**src/ket_pkg.sv**
```systemverilog
// ----------------------------------------------------------------------------
// ket_pkg: shared types and helpers
// Constants, record types, result states and saturating arithmetic for the
// kinetic energy tensor accumulator.
// ----------------------------------------------------------------------------
`default_nettype none

package ket_pkg;

  localparam int TERM_W    = 48;
  localparam int SUM_W     = 64;
  localparam int N_COMP    = 6;
  localparam int CFG_IDX_W = 8;
  localparam int IN_W      = 88;
  localparam int OUT_W     = 512;
  localparam int FIFO_DEPTH = 4;
  localparam int FIFO_PTR_W = $clog2(FIFO_DEPTH);

  localparam logic [31:0] ENERGY_SCALE_RESET = 32'd5132609;
  localparam logic [31:0] TEMP_SCALE_RESET   = 32'd0;

  localparam logic [CFG_IDX_W-1:0] REG_ENERGY_SCALE = 8'd0;
  localparam logic [CFG_IDX_W-1:0] REG_TEMP_SCALE   = 8'd1;

  // Component order: xx, yy, zz, xy, yz, zx.
  typedef struct packed {
    logic                           last;
    logic [N_COMP-1:0][TERM_W-1:0]  term;
  } term_t;

  typedef struct packed {
    logic [N_COMP-1:0][SUM_W-1:0] sum;
  } snap_t;

  typedef enum logic [2:0] {
    RS_IDLE,
    RS_TOT_A,
    RS_TOT_B,
    RS_MUL_LO,
    RS_MUL_HI,
    RS_FINAL
  } res_state_t;

  function automatic logic [SUM_W-1:0] sat_add(input logic [SUM_W-1:0] a,
                                               input logic [SUM_W-1:0] b);
    logic [SUM_W:0] s;
    s = {a[SUM_W-1], a} + {b[SUM_W-1], b};
    if (s[SUM_W] != s[SUM_W-1]) begin
      if (s[SUM_W]) begin
        return {1'b1, {(SUM_W-1){1'b0}}};
      end else begin
        return {1'b0, {(SUM_W-1){1'b1}}};
      end
    end
    return s[SUM_W-1:0];
  endfunction

endpackage

`default_nettype wire

```
**src/ket_fifo.sv**
```systemverilog
// ----------------------------------------------------------------------------
// ket_fifo: term queue
// Short first-in first-out queue of tensor term records between the
// multiplier pipeline and the accumulators.
// ----------------------------------------------------------------------------
`default_nettype none

module ket_fifo (
  input  wire logic           clk,
  input  wire logic           rst_n,
  input  wire logic           push,
  input  wire ket_pkg::term_t push_data,
  output logic                full,
  input  wire logic           pop,
  output logic                empty,
  output ket_pkg::term_t      head
);

  localparam int D  = ket_pkg::FIFO_DEPTH;
  localparam int PW = ket_pkg::FIFO_PTR_W;

  ket_pkg::term_t mem_r [D];
  logic [PW-1:0]  wr_ptr_r, wr_ptr_nxt;
  logic [PW-1:0]  rd_ptr_r, rd_ptr_nxt;
  logic [PW:0]    count_r, count_nxt;

  assign full  = (count_r == (PW+1)'(D));
  assign empty = (count_r == '0);
  assign head  = mem_r[rd_ptr_r];

  always_comb begin
    wr_ptr_nxt = push ? wr_ptr_r + 1'b1 : wr_ptr_r;
    rd_ptr_nxt = pop ? rd_ptr_r + 1'b1 : rd_ptr_r;
    count_nxt  = count_r;
    if (push && !pop) begin
      count_nxt = count_r + 1'b1;
    end else if (pop && !push) begin
      count_nxt = count_r - 1'b1;
    end
  end

  always_ff @(posedge clk) begin
    if (!rst_n) begin
      wr_ptr_r <= '0;
      rd_ptr_r <= '0;
      count_r  <= '0;
    end else begin
      wr_ptr_r <= wr_ptr_nxt;
      rd_ptr_r <= rd_ptr_nxt;
      count_r  <= count_nxt;
    end
  end

  always_ff @(posedge clk) begin
    if (push) begin
      mem_r[wr_ptr_r] <= push_data;
    end
  end

endmodule

`default_nettype wire

```
**config.mk**
```make
export PLATFORM = sky130hd
export DESIGN_NAME = ket_fifo
export DESIGN_NICKNAME = d
export VERILOG_FILES = /design/src/ket_pkg.sv /design/src/ket_fifo.sv
export SDC_FILE = /design/constraint.sdc
export NUM_CORES = 1
export LEC_CHECK = 0
export BUFFER_PORTS_ARGS = -buffer_cell sky130_fd_sc_hd__buf_2
export CORE_AREA = 10 10 299 301
export DETAILED_ROUTE_END_ITERATION = 7
export DIE_AREA = 0 0 309 311
export PLACE_DENSITY_LB_ADDON = 0.3
export SLEW_MARGIN = 5
export SYNTH_ARGS = -nofsm -noshare
export SYNTH_HDL_FRONTEND = slang
export SYNTH_SLANG_ARGS = --single-unit
export TNS_END_PERCENT = 10
```
**constraint.sdc**
```tcl
create_clock -name clk -period 8.56 [get_ports clk]
set_input_delay 1.284 -clock clk [delete_from_list [all_inputs] [get_ports clk]]
set_output_delay 1.284 -clock clk [all_outputs]
set_load 0.05 [all_outputs]
```
## Yosys cells after proc, flatten, opt, wreduce, memory -nomap -nowiden

Memories as Yosys holds them, arrays and structs flattened. A register that Yosys moved wholly into a read port is not among the register bits.
Cells that the tools add are included.

- $add $sub $neg: 4
- $mul: 0
- Divide/modulo/power cells: 0
- Order comparisons: 0
- Eq/ne operators: 1
- Shift operators: 0
- Muxes and demuxes: 6
- Bitwise logic cells: 0
- Reduce and logical (&&, ||, !) cells: 6

Operators by type and width:

| operator | number |
|---|---|
| $mux W3 | 2 |
| $add A2 B1 Y2 const B | 2 |
| $mux W2 | 2 |
| $add A3 B1 Y3 const B | 1 |
| $eq A3 B3 Y1 const B | 1 |
| $logic_not A3 Y1 | 1 |
| $sub A3 B1 Y3 const B | 1 |
| $logic_and A1 B1 Y1 | 2 |
| $logic_not A1 Y1 | 2 |
| $mux W1 | 2 |
| $reduce_bool A2 Y1 | 1 |

- Register bits: 7
- Bits in latches: 0
- Memory bits (writable): 1156
- Bits in read-only memories: 0
- Input port bits: 293
- Output and inout port bits: 291
- Word-level logic and storage cells: 21
- Memories kept: 1

Memory list:

| name | words | width | rd ports | clocked after memory_dff | wr ports | RTL line | text |
|---|---|---|---|---|---|---|---|
| mem_r | 4 | 289 | 1 | 1 | 1 | ket_fifo.sv:22 | `ket_pkg::term_t mem_r [D];` |

## Depth between registers and ports, before layout

- Depth after elaboration: 4
- Mapped depth: 7
- Gate-level depth less buffers: 7

## Worst setup path before layout

No wires, ideal clock.

- Kind: input to register
- Start point: in push
- End point: mem mem_r[0][0] (netlist bit) (enable)
- Arrival time: 7.805 ns
- Required time: 7.874 ns
- Slack: 0.069 ns
- Stages on the path: 1
- Cells stage by stage: and2_1

- Longest elaborated chain between the ends: 2

RTL lines:

| element | RTL line | text |
|---|---|---|
| from (decl) | ket_fifo.sv:11 | `input wire logic push,` |
| $mux W1 | ket_fifo.sv:55 | `if (push) begin` |
| $mux W1 (not written as such) | ket_fifo.sv:56 | `mem_r[wr_ptr_r] <= push_data;` |
| to (decl) | ket_fifo.sv:22 |  |

Every way passes these cells.

==> results.tsv <==
stage	metric	value	unit
synthesis	ys_warn_count	0	
timing	setup-tns-final	0	ns
critical_path	critPathCaptureType	primary output	
synthesis	yosys-top-cells-count	edfxtp_1 (1156), mux4_2 (289), buf_2 (30)	
power_and_ir_drop	powerDensity	265	nW/µm²
synthesis	synth-seq-cells	1165	
cts	post_cts_buffers	0	
timing	period_needed	4.48	ns
synthesis	synthArstFlopShare	0	%
floorplanning	dieWidth	309	µm
synthesis	synthTopCellsByArea	edfxtp_1 (82%), mux4_2 (15%), buf_6 (0.67%), dfxtp_1 (0.43%), buf_2 (0.36%)	
routing	drtAntennaViolNets	0	
synthesis	syn_nets	1851	
cts	numCtsBuffers	113	
place	globalplace.congestion	0.756	
power_and_ir_drop	vdd_drop_max	0.215	mV
timing	max_freq	223	MHz
global_routing	grt_pass1_wl	131000	µm
synthesis	synthFlopType	edfxtp_1	
place	dp_hpwl	55900	µm
critical_path	cp.required	7.28	ns
critical_path	slowest_delay	0.91	ns
floorplanning	start_util	50.6	%
cts	clock_path_buffers	3	
floorplanning	die-area	96100	µm²
cts	clock_latency	0.68	ns
cts	clock-root-buffer	clkbuf_16	
routing	drt_wl_total	88600	µm
synthesis	netlist.area_leader.share	82.4	%
cts	cts_hold_buf	0	
cells_and_area	final_layout_size_suffix_gt1_share	45.7	%
synthesis	synth_edf_count	1156	
floorplanning	die_h	311	µm
min_path	min_path_type	reg2reg	
cells_and_area	final_nets	2499	
global_routing	grt_max_degree	146	
critical_path	critPathTopFamily	flip-flops	
synthesis	synthCells	1552	
synthesis	yosysUniqueCellTypes	20	
cells_and_area	area_growth	18.3	%
synthesis	syn_area	42100	µm²
global_routing	overflow	0	
floorplanning	io_pins	584	
global_routing	antenna_found_initial	34	
timing	finClkSkew	0.0491	ns
timing	finalHoldViolCount	0	
cts	cts_sinks	1165	
outcome	status	complete, no violations	
global_routing	track_usage	18.2	%
timing	maxSlewHeadroom	26.0	%
routing	dr.first_iter.drc_count	1468	
critical_path	cp.arrival	3.20	ns
timing	setup_viol	0	
critical_path	worstPathMaxFanout	136	
floorplanning	rows	106	
timing	slew_viol_final	0	
critical_path	slowest_stage	dfxtp_4	
floorplanning	core	83300	µm²
critical_path	critPathKind	reg2out	
cts	post_cts_resize_count	0	
routing	first_pass_iters	6	
power_and_ir_drop	p_leak	16.6	nW
synthesis	synth-seq-area-share	82.8	%
routing	vias_per_cell	5.55	
critical_path	path_buf_inv	2	
synthesis	avgSynthCellArea	27.1	µm²
routing	drc	0	
routing	dr_total_vias	18800	
timing	holdWs	0.546	ns
global_routing	grt_pass1_vias	20000	
synthesis	yosysMostFrequentCell	edfxtp_1	
timing	rsz0062_at_grt	no	
cells_and_area	final_util	59.8	%
timing	tightest_slew	1.11	ns
cells_and_area	fillers	5776	
routing	wl_per_cell	26.1	µm
synthesis	yosysTopAreaCell	edfxtp_1	
timing	min_period_over_period	52.3	%
critical_path	startpoint_type	flop	
place	io_buffers	583	
cts	cts_tree	built	
critical_path	path_cells	buf_12, mux4_2, buf_2	
job	max-cap-violations	0	
cts	cts.clk_slew.worst_paths	0.06	ns
cts	htreeDepth	3	
[cell usage in the layout (no fill, tap or decap), drive strengths merged]
cell,instances
xor2,3
nor3,1
mux4,289
dfxtp,9
and2,9
clkinv,54
o21ai,1
fa,1
nor2b,2
diode,20
clkbuf,135
a21boi,1
edfxtp,1156
ha,5
nor3b,1
inv,8
mux2i,2
bufinv,9
clkinvlp,2
nand2,1
xnor2,2
buf,597
or3,1
[through the flow]
step	total power [W]	instance area, µm²	std cells	worst slack, ns
floorplan	0.00817	42100	1552	0.0688
global placement	0.00859	46200	3165	4.76
detailed placement	0.00863	46200	3165	4.77
CTS	0.0134	49800	3369	4.01
global route	0.0137	49800	3379	3.84
finish	0.0132	49800	3389	4.08
[worst paths after layout]
| check | from | end | slack, ns | cells past startpoint |
|---|---|---|---|---|
| worst max-delay path | flop | head[278] | 4.08 | 3 |
| worst min register to register | count_r[2] | count_r[2] | 0.55 | 2 |
| worst max register to register | wr_ptr_r[1] | mem_r[1][231] | 6.10 | 4 |
| worst min-delay path | count_r[2] | count_r[2] | 0.55 | 2 |
[where the power goes]
group,total (W),switching (W),internal (W)
clock,0.00474,0.00204,0.00270
combinational,0.00184,0.00132,0.000522
sequential,0.00663,0.0000710,0.00656
[worst reg2reg max path: stages (launching register included)]
cell and delay [ns]:
dfxtp_1 0.34, inv_1 0.10, ha_1 0.15, and2_4 0.57, buf_12 0.56
[area by class of cell]
class                           count  area [µm²]  area share, %
Clock inverter                     69         656           1.32
Multi-Input combinational cell    319        6770           13.6
Timing Repair Buffer              597        3170           6.37
Clock buffer                      135        2910           5.84
Antenna cell                       20        50.0          0.100
Tap cell                         1080        1350           2.71
Sequential cell                  1165       34900           70.0
Inverter                            4        15.0         0.0301
[per-layer routing]
layer  track usage, %  wire length (µm)  up-vias
li1                 -                 -     8085
met1             21.7             32300     9939
met2             30.7             45700      590
met3             6.23              7780      166
met4             6.26              2560       42
met5                0               272        -
[logic make-up after synthesis]
logic type | count (synthesis) | synth area share (%)
AO/OA/AOI/OAI | 2 | 0.0297
XOR/XNOR | 5 | 0.104
adder cells (fa/ha/maj) | 6 | 0.196
buffers and inverters | 68 | 1.14
flip-flops | 1165 | 82.8
multiplexers | 291 | 15.5
AND/OR/NAND/NOR | 15 | 0.217
[flip-flops by register name (all words and copies together), names as in the netlist, named ones only]
register,count
mem_r,1156
count_r,3
rd_ptr_r,2
wr_ptr_r,2
Power figures use the tool's default switching activity.
