### config.mk
export PLATFORM = sky130hd
export DESIGN_NAME = ket_back
export DESIGN_NICKNAME = d
export VERILOG_FILES = /design/src/ket_pkg.sv /design/src/ket_back.sv
export SDC_FILE = /design/constraint.sdc
export NUM_CORES = 2
export LEC_CHECK = 0
export BUFFER_PORTS_ARGS = -buffer_cell sky130_fd_sc_hd__clkbuf_2
export CAP_MARGIN = 40
export CORE_MARGIN = 5
export CORE_UTILIZATION = 60
export CTS_CLUSTER_DIAMETER = 200
export DETAILED_ROUTE_END_ITERATION = 8
export PLACE_DENSITY = 0.95
export SYNTH_ARGS = -nofsm -noshare
export SYNTH_HDL_FRONTEND = slang
export SYNTH_SLANG_ARGS = --single-unit
### constraint.sdc
create_clock -name clk -period 11.78 [get_ports clk]
set_input_delay 1.767 -clock clk [delete_from_list [all_inputs] [get_ports clk]]
set_output_delay 1.767 -clock clk [all_outputs]
set_load 0.01 [all_outputs]
### src/ket_pkg.sv
// ----------------------------------------------------------------------------
// ket_pkg: shared types and helpers
// Constants, record types, result states and saturating arithmetic for the
// kinetic energy tensor accumulator.
// ----------------------------------------------------------------------------
`default_nettype none

package ket_pkg;

  localparam int TERM_W    = 48;
  localparam int SUM_W     = 64;
  localparam int N_COMP    = 6;
  localparam int CFG_IDX_W = 8;
  localparam int IN_W      = 88;
  localparam int OUT_W     = 512;
  localparam int FIFO_DEPTH = 4;
  localparam int FIFO_PTR_W = $clog2(FIFO_DEPTH);

  localparam logic [31:0] ENERGY_SCALE_RESET = 32'd5132609;
  localparam logic [31:0] TEMP_SCALE_RESET   = 32'd0;

  localparam logic [CFG_IDX_W-1:0] REG_ENERGY_SCALE = 8'd0;
  localparam logic [CFG_IDX_W-1:0] REG_TEMP_SCALE   = 8'd1;

  // Component order: xx, yy, zz, xy, yz, zx.
  typedef struct packed {
    logic                           last;
    logic [N_COMP-1:0][TERM_W-1:0]  term;
  } term_t;

  typedef struct packed {
    logic [N_COMP-1:0][SUM_W-1:0] sum;
  } snap_t;

  typedef enum logic [2:0] {
    RS_IDLE,
    RS_TOT_A,
    RS_TOT_B,
    RS_MUL_LO,
    RS_MUL_HI,
    RS_FINAL
  } res_state_t;

  function automatic logic [SUM_W-1:0] sat_add(input logic [SUM_W-1:0] a,
                                               input logic [SUM_W-1:0] b);
    logic [SUM_W:0] s;
    s = {a[SUM_W-1], a} + {b[SUM_W-1], b};
    if (s[SUM_W] != s[SUM_W-1]) begin
      if (s[SUM_W]) begin
        return {1'b1, {(SUM_W-1){1'b0}}};
      end else begin
        return {1'b0, {(SUM_W-1){1'b1}}};
      end
    end
    return s[SUM_W-1:0];
  endfunction

endpackage

`default_nettype wire

### src/ket_back.sv
// ----------------------------------------------------------------------------
// ket_back: tensor accumulators
// Pops term records, adds them into six saturating sums and hands a snapshot
// of the sums to the result unit on the final atom of a set.
// ----------------------------------------------------------------------------
`default_nettype none

module ket_back (
  input  wire logic           clk,
  input  wire logic           rst_n,
  input  wire logic           empty,
  input  wire ket_pkg::term_t head,
  output logic                pop,
  output logic                snap_valid,
  input  wire logic           snap_ready,
  output ket_pkg::snap_t      snap
);

  localparam int NC = ket_pkg::N_COMP;
  localparam int SW = ket_pkg::SUM_W;
  localparam int TW = ket_pkg::TERM_W;

  logic [SW-1:0] sum_r [NC];
  logic [SW-1:0] sum_nxt [NC];
  logic [SW-1:0] acc [NC];

  assign pop        = !empty && (!head.last || snap_ready);
  assign snap_valid = pop && head.last;

  always_comb begin
    for (int k = 0; k < NC; k++) begin
      acc[k] = ket_pkg::sat_add(sum_r[k], {{(SW-TW){head.term[k][TW-1]}}, head.term[k]});
      snap.sum[k] = acc[k];
      if (!pop) begin
        sum_nxt[k] = sum_r[k];
      end else if (head.last) begin
        sum_nxt[k] = '0;
      end else begin
        sum_nxt[k] = acc[k];
      end
    end
  end

  always_ff @(posedge clk) begin
    if (!rst_n) begin
      for (int k = 0; k < NC; k++) begin
        sum_r[k] <= '0;
      end
    end else begin
      for (int k = 0; k < NC; k++) begin
        sum_r[k] <= sum_nxt[k];
      end
    end
  end

endmodule

`default_nettype wire

; Word level (Yosys, flattened, before mapping)
; Memories as Yosys holds them, arrays and structs flattened.
; Cells that the tools add are included.
[word_totals]
ramBits = 384
reg_bits = 0
out_inout_bits = 386
memories = 1
[memory_table]
columns = memory, depth, width, read_ports, rd_ports_with_merged_regs, wr, line_no
row1 = sum_r, 6, 64, 6, 0, 6, ket_back.sv:23  ; logic [SW-1:0] sum_r [NC];
[classes]
addsub = 6
eq_ne = 6
reduce_logical = 5
n_bitwise = 6
mux = 44
[op_table]
columns = operator, count
row1 = $mux W64, 36
row2 = $add A64 B48 Y65, 6
row3 = $mux W1, 8
row4 = $ne A1 B1 Y1, 6
row5 = $or A1 B1 Y1, 6
row6 = $logic_and A1 B1 Y1, 2
row7 = $logic_not A1 Y1, 2
row8 = $logic_or A1 B1 Y1, 1

; Depth between registers and ports, before layout
[logic_depth]
word_depth = 7
ltp_mapped = 17

; Worst setup path before layout
; No wires, ideal clock.
[synth_timing]
path_kind = input port to output port
start = input head[240] (netlist bit)
end = output snap[320] (netlist bit)
path_buffers = 2
t_arrival_ns = 4.936
cell_stages = 15
path_slack_ns = 5.077
cell_sequence = ha_1 > inv_1 > fa_1 > nand2b_1 > a21oi_1 > a2111oi_4 > o21ai_2 > a2111o_1 > a211o_1 > a31oi_2 > o31a_4 > mux2i_2 > buf_2 > clkbuf_1 > o21ai_0
[synth_rtl]
columns = element, line_no
row1 = from (decl), ket_back.sv:12  ; input wire ket_pkg::term_t head,
row2 = to (decl), ket_back.sv:16  ; output ket_pkg::snap_t snap

==> out/results.md <==
| Quantity | Reported |
| --- | --- |
| Run status | finished clean |
| Rows | 93 |
| Vias in the first global route | 41.6k |
| Number of gates resized after CTS | 0 |
| Data required time of the worst path | 10.01 ns |
| Post-synth cell types | 111 |
| Critical path endpoint category | primary output |
| Inst Count DP | 6,493 |
| Die Height | 265 µm |
| Share of Yosys cell area claimed by the top area cell type | 19.7% |
| Combinational family with the most area after synthesis | compound AO/OA/AOI/OAI gates |
| Simple-gate portion of the synthesized area | 16.3% |
| Internal power consumption | 3.50 mW |
| Share of the yosys chip area belonging to registers | 19.7% |
| Layout cell share with drive strength beyond 1 | 15.6% |
| Destination of the worst hold path | sum_r[1][13] |
| Count leader, synth | sky130_fd_sc_hd__o21ai_0 |
| # hold bufs at CTS | 0 |
| Library cell with the largest summed area after synthesis | sky130_fd_sc_hd__dfxtp_1 |
| Via count | 44.5k |
| Path type of the worst min-delay path | reg -> reg |
| Post-detail-place hpwl | 112 mm |
| Detailed Route Iter0 Violations | 5,051 |
| Final hold violations | 0 |
| Post-CTS Setup Bufs | 0 |
| Netlist area before placement | 0.0390 mm² |
| H-tree depth reported by CTS | 2 |
| Floorplan Core Area | 0.0645 mm² |
| Beginning of the worst register-to-register path | sum_r[2][0] |
| Max Clock Skew | 0.0203 ns |
| Total nets after synthesis | 5,989 |
| Worst slew slack as a fraction of its limit | 23.9% |
| Proportion of synthesized area in mux cells | 0.462% |
| Final worst slack | 3.89 ns |
| Post-synth EDFFs | 0 |
| Clock insertion delay at the later pin of the skew report | 0.59 ns |
| Buffer levels on the longest clock path | 3 |
| Buffers added on ports | 678 |
| Io pins | 679 |
| Total gr overflow | 0 |
| Synthesis-to-finish area growth | 12.7% |
| Cells after synthesis | 5,306 |
| Hold depth | 1 |
| Timing-limited maximum frequency | 127 MHz |
| Largest cells by area after synthesis | sky130_fd_sc_hd__dfxtp_1, sky130_fd_sc_hd__ha_1, sky130_fd_sc_hd__o21ai_0 |
| Adder and majority cell fraction of the synthesized area | 12.6% |
| Switching Power | 2.83 mW |
| Setup repair after global routing missed its margin | false |
| Crit path launch type | input port |
| Part of the total power dissipated in the clock network | 23.6% |
| Maximum Capacitance Violations | 0 |
| Fraction of power spent switching nets | 44.7% |
| Worst-case register-to-register setup slack | 6.85 ns |
| Top reg by flops | sum_r |
| Number of warnings reported in the yosys synthesis log | 0 |
| Clock Root Buffer | sky130_fd_sc_hd__clkbuf_16 |
| Number of pins with negative max-slew slack in the final report | 0 |
| Clock buffers created by TritonCTS | 49 |
| Wire length of the first global-routing pass | 224 mm |
| Actual transition at the worst max-transition pin | 1.14 ns |
| Syn Area/Cell | 7.35 µm² |
| Post-synthesis sequential element count | 384 |
| Complex-gate fraction of the synthesized area | 37.1% |
| Iteration count of the initial detailed-routing pass | 8 |
| Clock transition at the registers of the reported paths | 0.05 ns |
| Worst R2R End | sum_r[2][11] |
| Gpl congestion | 1.02 |
| Fill cell instance count of the final layout | 5,415 |
| Most common flop cell mapped by yosys | sky130_fd_sc_hd__dfxtp_1 |
| Initial core utilization | 60.5% |
| Path type of the worst setup path | in -> out |
| Power Density | 144 mW/mm² |
| Regs by FF count | sum_r: 384 flops |
| Initial antenna violation count | 24 |
| Combinational group share of total power | 52.3% |
| Leading post-synthesis cells by instance count | sky130_fd_sc_hd__o21ai_0, sky130_fd_sc_hd__a21oi_1, sky130_fd_sc_hd__nand2_1 |
| Net count, final | 6,372 |
| Post-detailed-route count of antenna-violating nets | 0 |
| Worst-case setup slack after placement | 4.03 ns |
| Max reg flops | 384 |
| Pleak | 20.5 nW |
| Final clock period utilization by the worst path | 67.0% |
| Number of sinks on the clock net | 384 |
| Detailed-route DRC error count | 0 |
| Die area | 0.0702 mm² |
| Clock period minus final worst setup slack | 7.89 ns |
| Depth of the worst register-to-register path | 16 |
| Via density per instance | 6.75 |
| Die X | 265 µm |
| Worst IR Drop VDD | 140 µV |
| Non-filler instance count after layout | 6,596 |
| TritonCTS clock tree | yes |
| Largest net degree at the start of global routing | 180 |
| Critical path arrival | 6.12 ns |
| Average wire per standard cell | 22.0 µm |
| Overall routed net length | 145 mm |
| Endpoints failing setup | 0 |
| Global routing usage summed across all routing layers | 38.1% |
| XOR/XNOR Fraction of Synth Area | 8.32% |
| Share of async-settable or async-resettable flops after synthesis | 0% |
| Final setup TNS | 0 ns |
| Critical Path Fanout Max | 63 |
| Sequential group share of total power | 24.1% |
| Beginning of the worst hold path | sum_r[1][13] |
-- power by group through the flow --
stage | sequential, mW | clock [mW] | combinational (mW)
4_1_cts | 1.52 | 1.51 | 3.24
3_5_place_dp | 1.55 | 0 | 3.21
3_3_place_gp | 1.54 | 0 | 3.16
6_report | 1.52 | 1.50 | 3.31
5_1_grt | 1.53 | 1.56 | 3.55
2_1_floorplan | 1.52 | 0 | 2.08
-- routing by layer --
| layer | wire [µm] | vias up | track usage (%) |
|---|---|---|---|
| met5 | 86 | - | 0 |
| met4 | 9670 | 12 | 20.9 |
| met3 | 14600 | 619 | 8.57 |
| met2 | 65200 | 2665 | 62.4 |
| met1 | 55400 | 20700 | 46.4 |
| li1 | - | 20500 | - |
-- cell families (layout without fill, tap and decap cells) --
kind of cell | Yosys count | after routing
compound gates | 2329 | 2329
xor+xnor | 368 | 368
fa+ha+maj | 390 | 390
buf+inv | 520 | 936
flops | 384 | 384
mux | 13 | 13
other cells | 0 | 19
simple gates | 1302 | 1302
-- final cells by class --
cell class | count | area, µm² | share of cell area (%)
Clock inverter | 16 | 155 | 0.353
Clock buffer | 68 | 1380 | 3.13
Inverter | 137 | 514 | 1.17
Multi-Input combinational cell | 4402 | 29300 | 66.6
Antenna cell | 19 | 47.5 | 0.108
Timing Repair Buffer | 715 | 3840 | 8.74
Tap cell | 855 | 1070 | 2.43
Sequential cell | 384 | 7690 | 17.5
-- worst max-delay path by stage --
stage                   start        end  slack [ns]
detailed placement  head[240]  snap[371]        4.03
finish              head[240]  snap[371]        3.89
global route        head[192]  snap[298]        3.70
global placement    head[192]  snap[295]        3.83
CTS                 head[240]  snap[371]        4.02
floorplan           head[240]  snap[320]        5.08
-- placed cells by master (no fill, tap or decap), types with 45 or more instances in the layout --
| cell type | count |
|---|---|
| sky130_fd_sc_hd__nor2_1 | 260 |
| sky130_fd_sc_hd__nand2_1 | 399 |
| sky130_fd_sc_hd__a21oi_1 | 685 |
| sky130_fd_sc_hd__xnor2_1 | 216 |
| sky130_fd_sc_hd__nand4_1 | 144 |
| sky130_fd_sc_hd__a211o_1 | 112 |
| sky130_fd_sc_hd__ha_1 | 384 |
| sky130_fd_sc_hd__o21ai_1 | 64 |
| sky130_fd_sc_hd__xor2_1 | 148 |
| sky130_fd_sc_hd__inv_1 | 136 |
| sky130_fd_sc_hd__nand2b_1 | 62 |
| sky130_fd_sc_hd__o31ai_1 | 72 |
| sky130_fd_sc_hd__o21bai_1 | 88 |
| sky130_fd_sc_hd__dfxtp_1 | 384 |
| sky130_fd_sc_hd__nand3_1 | 67 |
| sky130_fd_sc_hd__a21o_1 | 179 |
| sky130_fd_sc_hd__clkbuf_16 | 49 |
| sky130_fd_sc_hd__o21ai_0 | 702 |
| sky130_fd_sc_hd__clkbuf_2 | 678 |
| sky130_fd_sc_hd__nor3_1 | 163 |
| sky130_fd_sc_hd__o21a_1 | 45 |
-- metrics by stage --
stage / cell area (µm²) / power, mW / util (%) / hold WS [ns]
after global placement: 42200 / 4.70 / 65.4 / 0.447
final: 44000 / 6.33 / 68.2 / 0.468
after detailed placement: 42400 / 4.76 / 65.8 / 0.456
after floorplan: 39000 / 3.60 / - / 0.429
after global routing: 44000 / 6.64 / 68.2 / 0.478
after CTS: 43900 / 6.26 / 68.1 / 0.469
-- critical path, cell delays in order --
cell	delay (ns)
sky130_fd_sc_hd__clkbuf_2	0.08
sky130_fd_sc_hd__ha_1	0.25
sky130_fd_sc_hd__inv_1	0.09
sky130_fd_sc_hd__fa_1	0.19
sky130_fd_sc_hd__nand2b_1	0.14
sky130_fd_sc_hd__a21oi_1	0.12
sky130_fd_sc_hd__a2111oi_4	0.36
sky130_fd_sc_hd__o21ai_2	0.15
sky130_fd_sc_hd__a2111o_1	0.41
sky130_fd_sc_hd__a211o_1	0.37
sky130_fd_sc_hd__a31oi_2	0.30
sky130_fd_sc_hd__o31a_4	0.28
sky130_fd_sc_hd__mux2i_4	0.32
sky130_fd_sc_hd__buf_4	0.56
sky130_fd_sc_hd__o21ai_0	0.45
sky130_fd_sc_hd__clkbuf_2	0.24
(Power assumes the default switching activity.)
